### src/ssb_pkg.sv
// ----------------------------------------------------------------------------
// ssb_pkg: shared definitions for the sprite sheet blitter
// Field widths, bus command codes, register indexes, header step codes and
// the command and status bundles passed between controller and datapath.
// ----------------------------------------------------------------------------
package ssb_pkg;

   // sizing
   localparam int SHEET_BYTES    = 32768;
   localparam int MAX_SPRITE_DIM = 256;
   localparam int ADDR_W         = $clog2(SHEET_BYTES);
   localparam int PIX_W          = ADDR_W - 1;
   localparam int DIM_W          = $clog2(MAX_SPRITE_DIM + 1);
   localparam int COL_W          = $clog2(MAX_SPRITE_DIM);
   localparam int ROW_W          = $clog2(2 * MAX_SPRITE_DIM);

   // field widths
   localparam int OPCODE_W    = 2;
   localparam int LOAD_ADDR_W = 15;
   localparam int BYTE_W      = 8;
   localparam int POS_W       = 16;
   localparam int FRAME_W     = 8;
   localparam int OFFSET_W    = 8;
   localparam int CFG_DIM_W   = 9;
   localparam int COLOR_W     = 16;
   localparam int CSR_INDEX_W = 3;
   localparam int CSR_DATA_W  = 16;
   localparam int HDR_W       = 4;
   localparam int PHASE_W     = 2;

   // opcodes
   localparam logic [OPCODE_W-1:0] OP_LOAD = 2'd0;
   localparam logic [OPCODE_W-1:0] OP_DRAW = 2'd1;
   localparam logic [OPCODE_W-1:0] OP_TICK = 2'd2;

   // register indexes
   localparam logic [CSR_INDEX_W-1:0] CSR_SPRITE_WIDTH     = 3'd0;
   localparam logic [CSR_INDEX_W-1:0] CSR_SPRITE_HEIGHT    = 3'd1;
   localparam logic [CSR_INDEX_W-1:0] CSR_SHEET_FRAMES     = 3'd2;
   localparam logic [CSR_INDEX_W-1:0] CSR_MIRROR           = 3'd3;
   localparam logic [CSR_INDEX_W-1:0] CSR_ZOOM_DOUBLE      = 3'd4;
   localparam logic [CSR_INDEX_W-1:0] CSR_BACKGROUND_COLOR = 3'd5;

   // register reset values
   localparam logic [CFG_DIM_W-1:0] SPRITE_WIDTH_RST  = 9'd16;
   localparam logic [CFG_DIM_W-1:0] SPRITE_HEIGHT_RST = 9'd16;
   localparam logic [CFG_DIM_W-1:0] SHEET_FRAMES_RST  = 9'd1;

   // header steps
   localparam logic [HDR_W-1:0] HDR_MEMWR_FIRST = 4'd0;
   localparam logic [HDR_W-1:0] HDR_COLUMN      = 4'd1;
   localparam logic [HDR_W-1:0] HDR_X1_HI       = 4'd2;
   localparam logic [HDR_W-1:0] HDR_X1_LO       = 4'd3;
   localparam logic [HDR_W-1:0] HDR_X2_HI       = 4'd4;
   localparam logic [HDR_W-1:0] HDR_X2_LO       = 4'd5;
   localparam logic [HDR_W-1:0] HDR_PAGE        = 4'd6;
   localparam logic [HDR_W-1:0] HDR_Y1_HI       = 4'd7;
   localparam logic [HDR_W-1:0] HDR_Y1_LO       = 4'd8;
   localparam logic [HDR_W-1:0] HDR_Y2_HI       = 4'd9;
   localparam logic [HDR_W-1:0] HDR_Y2_LO       = 4'd10;
   localparam logic [HDR_W-1:0] HDR_MEMWR_LAST  = 4'd11;
   localparam logic [HDR_W-1:0] HEADER_LEN      = 4'd12;

   // lcd bus commands and transparent keys
   localparam logic [BYTE_W-1:0] CMD_COLUMN_ADDR  = 8'h2a;
   localparam logic [BYTE_W-1:0] CMD_PAGE_ADDR    = 8'h2b;
   localparam logic [BYTE_W-1:0] CMD_MEMORY_WRITE = 8'h2c;
   localparam logic [BYTE_W-1:0] KEY_COLOR_A      = 8'h3a;
   localparam logic [BYTE_W-1:0] KEY_COLOR_B      = 8'he5;

   typedef struct packed {
      logic load_we;
      logic draw_start;
      logic mul_en;
      logic addr_en;
      logic rd_hi;
      logic rd_lo;
      logic emit;
   } ctrl_cmd_type;

   typedef struct packed {
      logic drawing;
      logic in_header;
      logic phase_zero;
      logic out_free;
   } dp_status_type;

   // zero counts as one, oversize as the maximum
   function automatic logic [DIM_W-1:0] clamp_dim(input logic [CFG_DIM_W-1:0] v);
      logic [DIM_W-1:0] r;
      if (v == '0) begin
         r = DIM_W'(1);
      end else if (int'(v) > MAX_SPRITE_DIM) begin
         r = DIM_W'(MAX_SPRITE_DIM);
      end else begin
         r = DIM_W'(v);
      end
      return r;
   endfunction

endpackage

### src/ssb_ctrl.sv
// ----------------------------------------------------------------------------
// ssb_ctrl: sequencing state machine
// Takes one beat at a time; a tick steps the datapath through address multiply and
// forming (first pixel byte only), two sheet reads (pixel bytes) and the output load.
// ----------------------------------------------------------------------------
module ssb_ctrl (
   input  logic                          clock,
   input  logic                          reset,
   input  logic                          req_valid,
   output logic                          req_ready,
   input  logic [ssb_pkg::OPCODE_W-1:0]  req_opcode,
   input  ssb_pkg::dp_status_type        status,
   output ssb_pkg::ctrl_cmd_type         cmd
);

   typedef enum logic [5:0] {
      ST_IDLE  = 6'b000001,
      ST_MUL   = 6'b000010,
      ST_ADDR  = 6'b000100,
      ST_RD_HI = 6'b001000,
      ST_RD_LO = 6'b010000,
      ST_EMIT  = 6'b100000
   } state_type;

   state_type state_ff;
   state_type state_in;

   always_comb begin
      state_in  = state_ff;
      cmd       = '0;
      req_ready = 1'b0;
      case (state_ff)
         ST_IDLE: begin
            req_ready = 1'b1;
            if (req_valid) begin
               case (req_opcode)
                  ssb_pkg::OP_LOAD: begin
                     cmd.load_we = 1'b1;
                  end
                  ssb_pkg::OP_DRAW: begin
                     cmd.draw_start = !status.drawing;
                  end
                  ssb_pkg::OP_TICK: begin
                     if (status.drawing) begin
                        if (status.in_header) begin
                           state_in = ST_EMIT;
                        end else if (status.phase_zero) begin
                           state_in = ST_MUL;
                        end else begin
                           state_in = ST_RD_HI;
                        end
                     end
                  end
                  default: begin
                  end
               endcase
            end
         end
         ST_MUL: begin
            cmd.mul_en = 1'b1;
            state_in   = ST_ADDR;
         end
         ST_ADDR: begin
            cmd.addr_en = 1'b1;
            state_in    = ST_RD_HI;
         end
         ST_RD_HI: begin
            cmd.rd_hi = 1'b1;
            state_in  = ST_RD_LO;
         end
         ST_RD_LO: begin
            cmd.rd_lo = 1'b1;
            state_in  = ST_EMIT;
         end
         ST_EMIT: begin
            if (status.out_free) begin
               cmd.emit = 1'b1;
               state_in = ST_IDLE;
            end
         end
         default: begin
            state_in = ST_IDLE;
         end
      endcase
   end

   always_ff @(posedge clock) begin
      if (reset) begin
         state_ff <= ST_IDLE;
      end else begin
         state_ff <= state_in;
      end
   end

endmodule

### config.mk
export PLATFORM = sky130hd
export DESIGN_NAME = ssb_ctrl
export DESIGN_NICKNAME = d
export VERILOG_FILES = /design/src/ssb_pkg.sv /design/src/ssb_ctrl.sv
export SDC_FILE = /design/constraint.sdc
export NUM_CORES = 1
export LEC_CHECK = 0
export BUFFER_PORTS_ARGS = -buffer_cell sky130_fd_sc_hd__buf_4
export CORE_AREA = 3 3 40 42
export DETAILED_ROUTE_END_ITERATION = 8
export DIE_AREA = 0 0 43 45
export PLACE_DENSITY_LB_ADDON = 0.2
export SLEW_MARGIN = 20
export SYNTH_ARGS = -nofsm -noshare
export SYNTH_HDL_FRONTEND = slang
export SYNTH_SLANG_ARGS = --single-unit
### constraint.sdc
create_clock -name clock -period 1.6 [get_ports clock]
set_input_delay 0.24 -clock clock [delete_from_list [all_inputs] [get_ports clock]]
set_output_delay 0.24 -clock clock [all_outputs]
set_load 0.01 [all_outputs]
==> impl_metrics.xml, run 1 <==
<?xml version="1.0" encoding="UTF-8"?>
<metrics>
  <group name="outcome">
    <metric name="failed_checks" unit="">setup timing</metric>
    <metric name="outcome" unit="">finished, violations left</metric>
  </group>
  <group name="sta">
    <metric name="finalMaxSlewViolations" unit="">0</metric>
    <metric name="timing.hold.ws" unit="ns">0.176</metric>
    <metric name="setup_ws" unit="ns">-0.0974</metric>
    <metric name="max_slew.worst_pin.slew" unit="ns">0.253</metric>
    <metric name="final-setup-viol-count" unit="">3</metric>
    <metric name="clock_skew" unit="ns">0.00486</metric>
    <metric name="rsz_0062_raised_after_global_routing" unit="">true</metric>
    <metric name="final.period_utilization" unit="%">106</metric>
    <metric name="timing.max_slew.rel_slack" unit="%">83.1</metric>
    <metric name="hold_viol_final" unit="">0</metric>
    <metric name="timing.fmax" unit="MHz">589</metric>
    <metric name="post-route-min-period" unit="ns">1.70</metric>
  </group>
  <group name="cts">
    <metric name="h-tree-depth" unit="">1</metric>
    <metric name="cts_tree" unit="">done</metric>
    <metric name="worstSkewPairLatency" unit="ns">0.26</metric>
    <metric name="cts.reportedPaths.clkPinSlew" unit="ns">0.05</metric>
    <metric name="cts_root_buf" unit="">sky130_fd_sc_hd__clkbuf_4</metric>
    <metric name="cts_sinks" unit="">6</metric>
    <metric name="cts.hold.buffers_added" unit="">0</metric>
    <metric name="cts.path.max_buffers" unit="">2</metric>
    <metric name="cts_made_buffers" unit="">3</metric>
  </group>
  <group name="drt">
    <metric name="per_cell_routed_wire_length" unit="um">12.4</metric>
    <metric name="drtPass1Iterations" unit="">4</metric>
    <metric name="number_of_drc_markers_in_iteration_0" unit="">1</metric>
    <metric name="viasPerCell" unit="">4.87</metric>
    <metric name="drc_errors" unit="">0</metric>
    <metric name="dr_total_vias" unit="">424</metric>
    <metric name="route.antenna.remaining_nets" unit="">0</metric>
    <metric name="detail_route.wirelength" unit="mm">1.08</metric>
  </group>
  <group name="power">
    <metric name="p_per_area" unit="mW/mm^2">934</metric>
    <metric name="leakagePower" unit="nW">0.317</metric>
    <metric name="total_power" unit="W">0.000616</metric>
    <metric name="max-vdd-ir-drop" unit="V">0.000618</metric>
  </group>
  <group name="run">
    <metric name="drv_cap" unit="">0</metric>
  </group>
  <group name="final_layout">
    <metric name="finalNetCount" unit="">83</metric>
    <metric name="antenna-diode-count" unit="">0</metric>
    <metric name="fraction_of_final_layout_cells_sized_beyond_drive_strength_1" unit="%">59.7</metric>
    <metric name="layout.core_utilization" unit="%">51.3</metric>
    <metric name="final-instance-count-excl-fill" unit="">87</metric>
    <metric name="largest_register_ffs" unit="">6</metric>
    <metric name="area.growth.synth_to_final" unit="%">75.7</metric>
    <metric name="fillCellCount" unit="">133</metric>
    <metric name="reg_top3" unit="">state_ff: 6 flops</metric>
    <metric name="regMostFlops" unit="">state_ff</metric>
  </group>
  <group name="place">
    <metric name="placed_cells" unit="">76</metric>
    <metric name="dp.final_hpwl" unit="um">730</metric>
    <metric name="buffer_ports.inserted" unit="">16</metric>
    <metric name="place_ws" unit="ns">0.0955</metric>
    <metric name="gp_congestion" unit="">0.751</metric>
  </group>
  <group name="logic_synthesis">
    <metric name="netlist_cell_types" unit="">26</metric>
    <metric name="postSynth.topFlopCell" unit="">sky130_fd_sc_hd__dfxtp_1</metric>
    <metric name="synthTopCellsByArea" unit="">sky130_fd_sc_hd__dfxtp_1 32%, sky130_fd_sc_hd__nor4b_4 6.3%, sky130_fd_sc_hd__and3_1 5.0%</metric>
    <metric name="post_synth_inst_count" unit="">42</metric>
    <metric name="yosys_warnings" unit="">0</metric>
    <metric name="netlist.top_cell.by_area" unit="">sky130_fd_sc_hd__dfxtp_1</metric>
    <metric name="synth_nets" unit="">51</metric>
    <metric name="avgSynthCellArea" unit="um^2">8.94</metric>
    <metric name="mappedNetlistArea" unit="um^2">375</metric>
    <metric name="post-synth-top-area-fraction" unit="%">32.0</metric>
    <metric name="ys_ff_latch" unit="">6</metric>
    <metric name="share_of_the_yosys_chip_area_belonging_to_registers" unit="%">32.0</metric>
    <metric name="asyncSetResetFlopFracSynth" unit="%">0</metric>
    <metric name="synth_edf_count" unit="">0</metric>
  </group>
  <group name="global_routing">
    <metric name="grt_overflow_total" unit="">0</metric>
    <metric name="grt_usage" unit="%">12.7</metric>
    <metric name="initial_antenna_violation_count" unit="">0</metric>
    <metric name="grt_first_pass_wirelength" unit="mm">1.77</metric>
    <metric name="grt_start_max_net_pins" unit="">6</metric>
    <metric name="grt_pass1_vias" unit="">438</metric>
  </group>
  <group name="floorplan">
    <metric name="die_x" unit="um">43</metric>
    <metric name="std_cell_rows" unit="">13</metric>
    <metric name="initial_core_util" unit="%">29.2</metric>
    <metric name="fp.coreArea" unit="mm^2">0.00128</metric>
    <metric name="floorplan.die.height" unit="um">45</metric>
    <metric name="top_level_port_count" unit="">17</metric>
    <metric name="dieArea" unit="mm^2">0.00194</metric>
  </group>
  <group name="worst_setup_path">
    <metric name="cp_startpoint_kind" unit="">flip-flop</metric>
    <metric name="critical_path_required" unit="ns">1.36</metric>
    <metric name="worst-r2r-cell-count" unit="">8</metric>
    <metric name="timing.setup.critical_path_class" unit="">reg -&gt; out</metric>
    <metric name="critical_path.endpoint_type" unit="">output port</metric>
    <metric name="critPathMaxFanout" unit="">2</metric>
    <metric name="cp_data_arrival_time" unit="ns">1.46</metric>
  </group>
  <group name="worst_hold_path">
    <metric name="hold_depth" unit="">2</metric>
    <metric name="worstHoldPathType" unit="">in -&gt; reg</metric>
  </group>
</metrics>
## synthesized netlist by cell type (all sizes together), types with 2 or more instances
cell type / instances
and3: 3
nor3b: 2
and4b: 2
dfxtp: 6
nor2: 6
nor2b: 2
nor4b: 2
nand2: 6
## worst max-delay path, stage by stage (launching register included)
cell and delay [ns]:
sky130_fd_sc_hd__dfxtp_4 0.35, sky130_fd_sc_hd__nor4b_4 0.30, sky130_fd_sc_hd__nand2_2 0.09, sky130_fd_sc_hd__inv_2 0.07, sky130_fd_sc_hd__nand3b_1 0.10, sky130_fd_sc_hd__nor3b_2 0.16
sky130_fd_sc_hd__buf_4 0.14
## per-stage QoR
step / area (um^2) / TNS (ns)
after floorplan: 375 / 0
after global placement: 537 / 0
after detailed placement: 537 / 0
after CTS: 632 / -0.183
after global routing: 659 / -0.538
final: 659 / -0.223
## placed cells by master (no fill, tap or decap), drive strengths merged
master	n
nand4b	1
buf	27
a21boi	1
nor2	6
o32a	1
nor4	1
inv	1
clkbuf	3
nor2b	2
a221oi	1
or2b	1
xor2	1
a31oi	1
o21ai	1
and4b	2
nor4b	2
nor3b	2
o31ai	1
and2	1
dfxtp	6
and3	3
nand2	6
nand3b	1
## path summary, 6_finish.rpt
path | startpoint | slack, ns | end
max reg2reg | state_ff[3]$_SDFFE_PP0P_ | -0.08 | state_ff[3]$_SDFFE_PP0P_
min reg2reg | state_ff[5]$_SDFFE_PP0P_ | 0.57 | state_ff[0]$_SDFFE_PP1P_
min | status[2] | 0.18 | state_ff[1]$_SDFFE_PP0P_
max | state_ff[3]$_SDFFE_PP0P_ | -0.1 | cmd[5]
## where the power goes
group          internal (W)  switching [W]  leakage, nW
combinational      0.000171       0.000117        0.253
sequential         0.000160      0.0000160       0.0503
clock             0.0000856      0.0000659       0.0138
total              0.000417       0.000199        0.317
## metal layers
metal	up-vias	routed length (um)	GRT usage, %
li1	220	-	-
met1	184	467	14.0
met2	18	493	20.7
met3	2	112	6.37
met4	0	9	5.42
met5	-	0	0
## cell families (layout without fill, tap and decap cells)
family	count (synthesis)	in the layout	synth area share, %
AO/OA/AOI/OAI	6	6	13.7
XOR/XNOR	1	1	2.33
buffers and inverters	1	31	0.999
flip-flops	6	6	32.0
AND/OR/NAND/NOR	28	28	51.0
## what timing repair did
action,4_1_cts,5_1_grt
gates resized for setup,6,4
buffers inserted,7,1
endpoints found under the setup margin,3,6
gates cloned,0,0
pin swaps,3,1
## cell type report
| class | count | area (um^2) | area share, % |
|---|---|---|---|
| multi-input combinational | 35 | 282 | 42.7 |
| timing repair buffer | 27 | 203 | 30.7 |
| sequential | 6 | 130 | 19.7 |
| clock buffer | 3 | 22.5 | 3.42 |
| tap | 15 | 18.8 | 2.85 |
| inverter | 1 | 3.75 | 0.569 |
No activity file was read; power rests on OpenSTA's default activity.
==> inputs of run 2 (changes only) <==
--- a/config.mk
+++ b/config.mk
@@ -5,10 +5,10 @@
 export SDC_FILE = /design/constraint.sdc
 export NUM_CORES = 1
 export LEC_CHECK = 0
-export BUFFER_PORTS_ARGS = -buffer_cell sky130_fd_sc_hd__buf_4
 export CORE_AREA = 3 3 40 42
 export DETAILED_ROUTE_END_ITERATION = 8
 export DIE_AREA = 0 0 43 45
+export DONT_BUFFER_PORTS = 1
 export PLACE_DENSITY_LB_ADDON = 0.2
 export SLEW_MARGIN = 20
 export SYNTH_ARGS = -nofsm -noshare
==> constraint.sdc (replaced) <==
create_clock -name clock -period 1.9 [get_ports clock]
set_input_delay 0.285 -clock clock [delete_from_list [all_inputs] [get_ports clock]]
set_output_delay 0.285 -clock clock [all_outputs]
set_load 0.01 [all_outputs]
==> run 2 against run 1 <==
The run now ends clean. Setup slack better by 0.13 ns. Die area is the same. Clock-buffer cell count unchanged. Clock skew down 0.0044 ns. Critical endpoint unchanged. Largest cell class unchanged. Largest power group is now registers.
==> impl_metrics.xml, run 2 (synthesized netlist as in run 1, its figures left out) <==
<?xml version="1.0" encoding="UTF-8"?>
<metrics>
  <group name="power">
    <metric name="p_per_area" unit="mW/mm^2">893</metric>
    <metric name="leakagePower" unit="nW">0.189</metric>
    <metric name="max-vdd-ir-drop" unit="V">0.000359</metric>
    <metric name="total_power" unit="W">0.000402</metric>
  </group>
  <group name="drt">
    <metric name="detail_route.wirelength" unit="um">968</metric>
    <metric name="drtPass1Iterations" unit="">4</metric>
    <metric name="dr_total_vias" unit="">351</metric>
    <metric name="number_of_drc_markers_in_iteration_0" unit="">4</metric>
    <metric name="route.antenna.remaining_nets" unit="">0</metric>
    <metric name="viasPerCell" unit="">5.57</metric>
    <metric name="per_cell_routed_wire_length" unit="um">15.4</metric>
    <metric name="drc_errors" unit="">0</metric>
  </group>
  <group name="cts">
    <metric name="worstSkewPairLatency" unit="ns">0.24</metric>
    <metric name="cts.path.max_buffers" unit="">2</metric>
    <metric name="h-tree-depth" unit="">1</metric>
    <metric name="cts.reportedPaths.clkPinSlew" unit="ns">0.05</metric>
    <metric name="cts_root_buf" unit="">sky130_fd_sc_hd__clkbuf_4</metric>
    <metric name="cts_made_buffers" unit="">3</metric>
    <metric name="cts_tree" unit="">done</metric>
    <metric name="cts.hold.buffers_added" unit="">0</metric>
    <metric name="cts_sinks" unit="">6</metric>
  </group>
  <group name="global_routing">
    <metric name="grt_usage" unit="%">10.6</metric>
    <metric name="global_route.usage.met3" unit="%">9.56</metric>
    <metric name="grt_start_max_net_pins" unit="">7</metric>
    <metric name="initial_antenna_violation_count" unit="">0</metric>
    <metric name="globalRoute.busiestLayer" unit="">met2</metric>
    <metric name="grtUsageMet1" unit="%">12.1</metric>
    <metric name="grt_pass1_vias" unit="">336</metric>
    <metric name="grt_use_met2" unit="%">15.0</metric>
    <metric name="grt_first_pass_wirelength" unit="mm">1.47</metric>
    <metric name="grt_overflow_total" unit="">0</metric>
  </group>
  <group name="sta">
    <metric name="timing.fmax" unit="MHz">536</metric>
    <metric name="hold_viol_final" unit="">0</metric>
    <metric name="rsz_0062_raised_after_global_routing" unit="">true</metric>
    <metric name="post-route-min-period" unit="ns">1.86</metric>
    <metric name="max_slew.worst_pin.slew" unit="ns">0.389</metric>
    <metric name="clock_skew" unit="ns">0.000431</metric>
    <metric name="finalMaxSlewViolations" unit="">0</metric>
    <metric name="final-setup-viol-count" unit="">0</metric>
    <metric name="final.period_utilization" unit="%">98.2</metric>
    <metric name="timing.hold.ws" unit="ns">0.106</metric>
    <metric name="timing.max_slew.rel_slack" unit="%">73.9</metric>
    <metric name="setup_total_negative_slack" unit="ns">0</metric>
    <metric name="setup_ws" unit="ns">0.0350</metric>
  </group>
  <group name="run">
    <metric name="drv_cap" unit="">0</metric>
  </group>
  <group name="final_layout">
    <metric name="largest_register_ffs" unit="">6</metric>
    <metric name="area.growth.synth_to_final" unit="%">20.0</metric>
    <metric name="fraction_of_final_layout_cells_sized_beyond_drive_strength_1" unit="%">33.3</metric>
    <metric name="finalNetCount" unit="">59</metric>
    <metric name="regMostFlops" unit="">state_ff</metric>
    <metric name="antenna-diode-count" unit="">0</metric>
    <metric name="mostFrequentLayoutCells" unit="">5 x sky130_fd_sc_hd__nor2_1, 5 x sky130_fd_sc_hd__nand2_1, 4 x sky130_fd_sc_hd__dfxtp_1</metric>
    <metric name="reg_top3" unit="">state_ff: 6 flops</metric>
  </group>
  <group name="worst_setup_path">
    <metric name="cp_data_arrival_time" unit="ns">1.58</metric>
    <metric name="cp_startpoint_kind" unit="">flip-flop</metric>
    <metric name="critical_path_required" unit="ns">1.62</metric>
    <metric name="timing.setup.critical_path_class" unit="">reg -&gt; out</metric>
    <metric name="critPathMaxFanout" unit="">6</metric>
    <metric name="critical_path.endpoint_type" unit="">output port</metric>
  </group>
  <group name="floorplan">
    <metric name="die_x" unit="um">43</metric>
    <metric name="std_cell_rows" unit="">13</metric>
    <metric name="initial_core_util" unit="%">29.2</metric>
    <metric name="fp.coreArea" unit="mm^2">0.00128</metric>
    <metric name="floorplan.die.height" unit="um">45</metric>
    <metric name="top_level_port_count" unit="">17</metric>
    <metric name="dieArea" unit="mm^2">0.00194</metric>
  </group>
  <group name="place">
    <metric name="dp.final_hpwl" unit="um">683</metric>
    <metric name="gp_congestion" unit="">0.699</metric>
    <metric name="buffer_ports.inserted" unit="">0</metric>
    <metric name="place_ws" unit="ns">0.269</metric>
  </group>
  <group name="outcome">
    <metric name="outcome" unit="">finished clean</metric>
  </group>
  <group name="worst_hold_path">
    <metric name="worstHoldPathType" unit="">in -&gt; reg</metric>
  </group>
</metrics>
==> run 2: cell types whose count changed in the layout (fill, tap and decap cells not counted) <==
cell	before	now
sky130_fd_sc_hd__dfxtp_1	2	4
sky130_fd_sc_hd__dfxtp_4	2	1
sky130_fd_sc_hd__buf_4	27	3
sky130_fd_sc_hd__nor4_2	0	1
sky130_fd_sc_hd__dfxtp_2	2	1
sky130_fd_sc_hd__nor4_4	1	0
sky130_fd_sc_hd__nor4b_4	2	1
sky130_fd_sc_hd__nor4b_1	0	1
==> run 2: layer usage <==
layer	part of all wire (%)	up-vias
met1	44	164
met3	12	0
met2	44	17
met5	0	-
met4	0	0
li1	-	170
==> run 2: cell type report <==
cell class	count	area [um^2]
tap	15	18.8
sequential	6	125
inverter	1	3.75
multi-input combinational	35	258
clock buffer	3	22.5
fill	133	835
timing repair buffer	3	22.5
==> run 2: per-stage QoR <==
step,util (%),cell area (um^2),instances
6_report,35.1,450,63
5_1_grt,35.1,450,63
4_1_cts,32.4,417,60
3_5_place_dp,30.7,394,57
3_3_place_gp,30.7,394,57
2_1_floorplan,-,375,42
==> run 2: timing repair <==
action | 4_1_cts | 5_1_grt
resized for setup | 0 | 4
setup buffers | 0 | 3
endpoints found under the setup margin | 1 | 2
pin swaps | 1 | 3
gates cloned | 0 | 0
==> run 2: report_power, final <==
part	leakage [nW]	switching, W	total, W	internal (W)
registers	0.0499	0.0000119	0.000147	0.000135
logic	0.126	0.0000710	0.000135	0.0000639
clock network	0.0138	0.0000484	0.000120	0.0000716
total	0.189	0.000131	0.000402	0.000271
==> run 2: critical path, cell delays in order, from the launching register on <==
cell and delay, ns:
sky130_fd_sc_hd__dfxtp_2 0.36, sky130_fd_sc_hd__nor4b_4 0.34, sky130_fd_sc_hd__nand2_2 0.12, sky130_fd_sc_hd__inv_2 0.11, sky130_fd_sc_hd__nand3b_1 0.12, sky130_fd_sc_hd__nor3b_2 0.28
==> run 2: final timing paths <==
path	cells past startpoint	from	slack [ns]	end
max	5	state_ff[2]$_SDFFE_PP0P_	0.04	cmd[5]
min	1	status[2]	0.11	state_ff[1]$_SDFFE_PP0P_
max reg2reg	5	state_ff[3]$_SDFFE_PP0P_	0.44	state_ff[1]$_SDFFE_PP0P_
min reg2reg	2	state_ff[5]$_SDFFE_PP0P_	0.57	state_ff[0]$_SDFFE_PP1P_
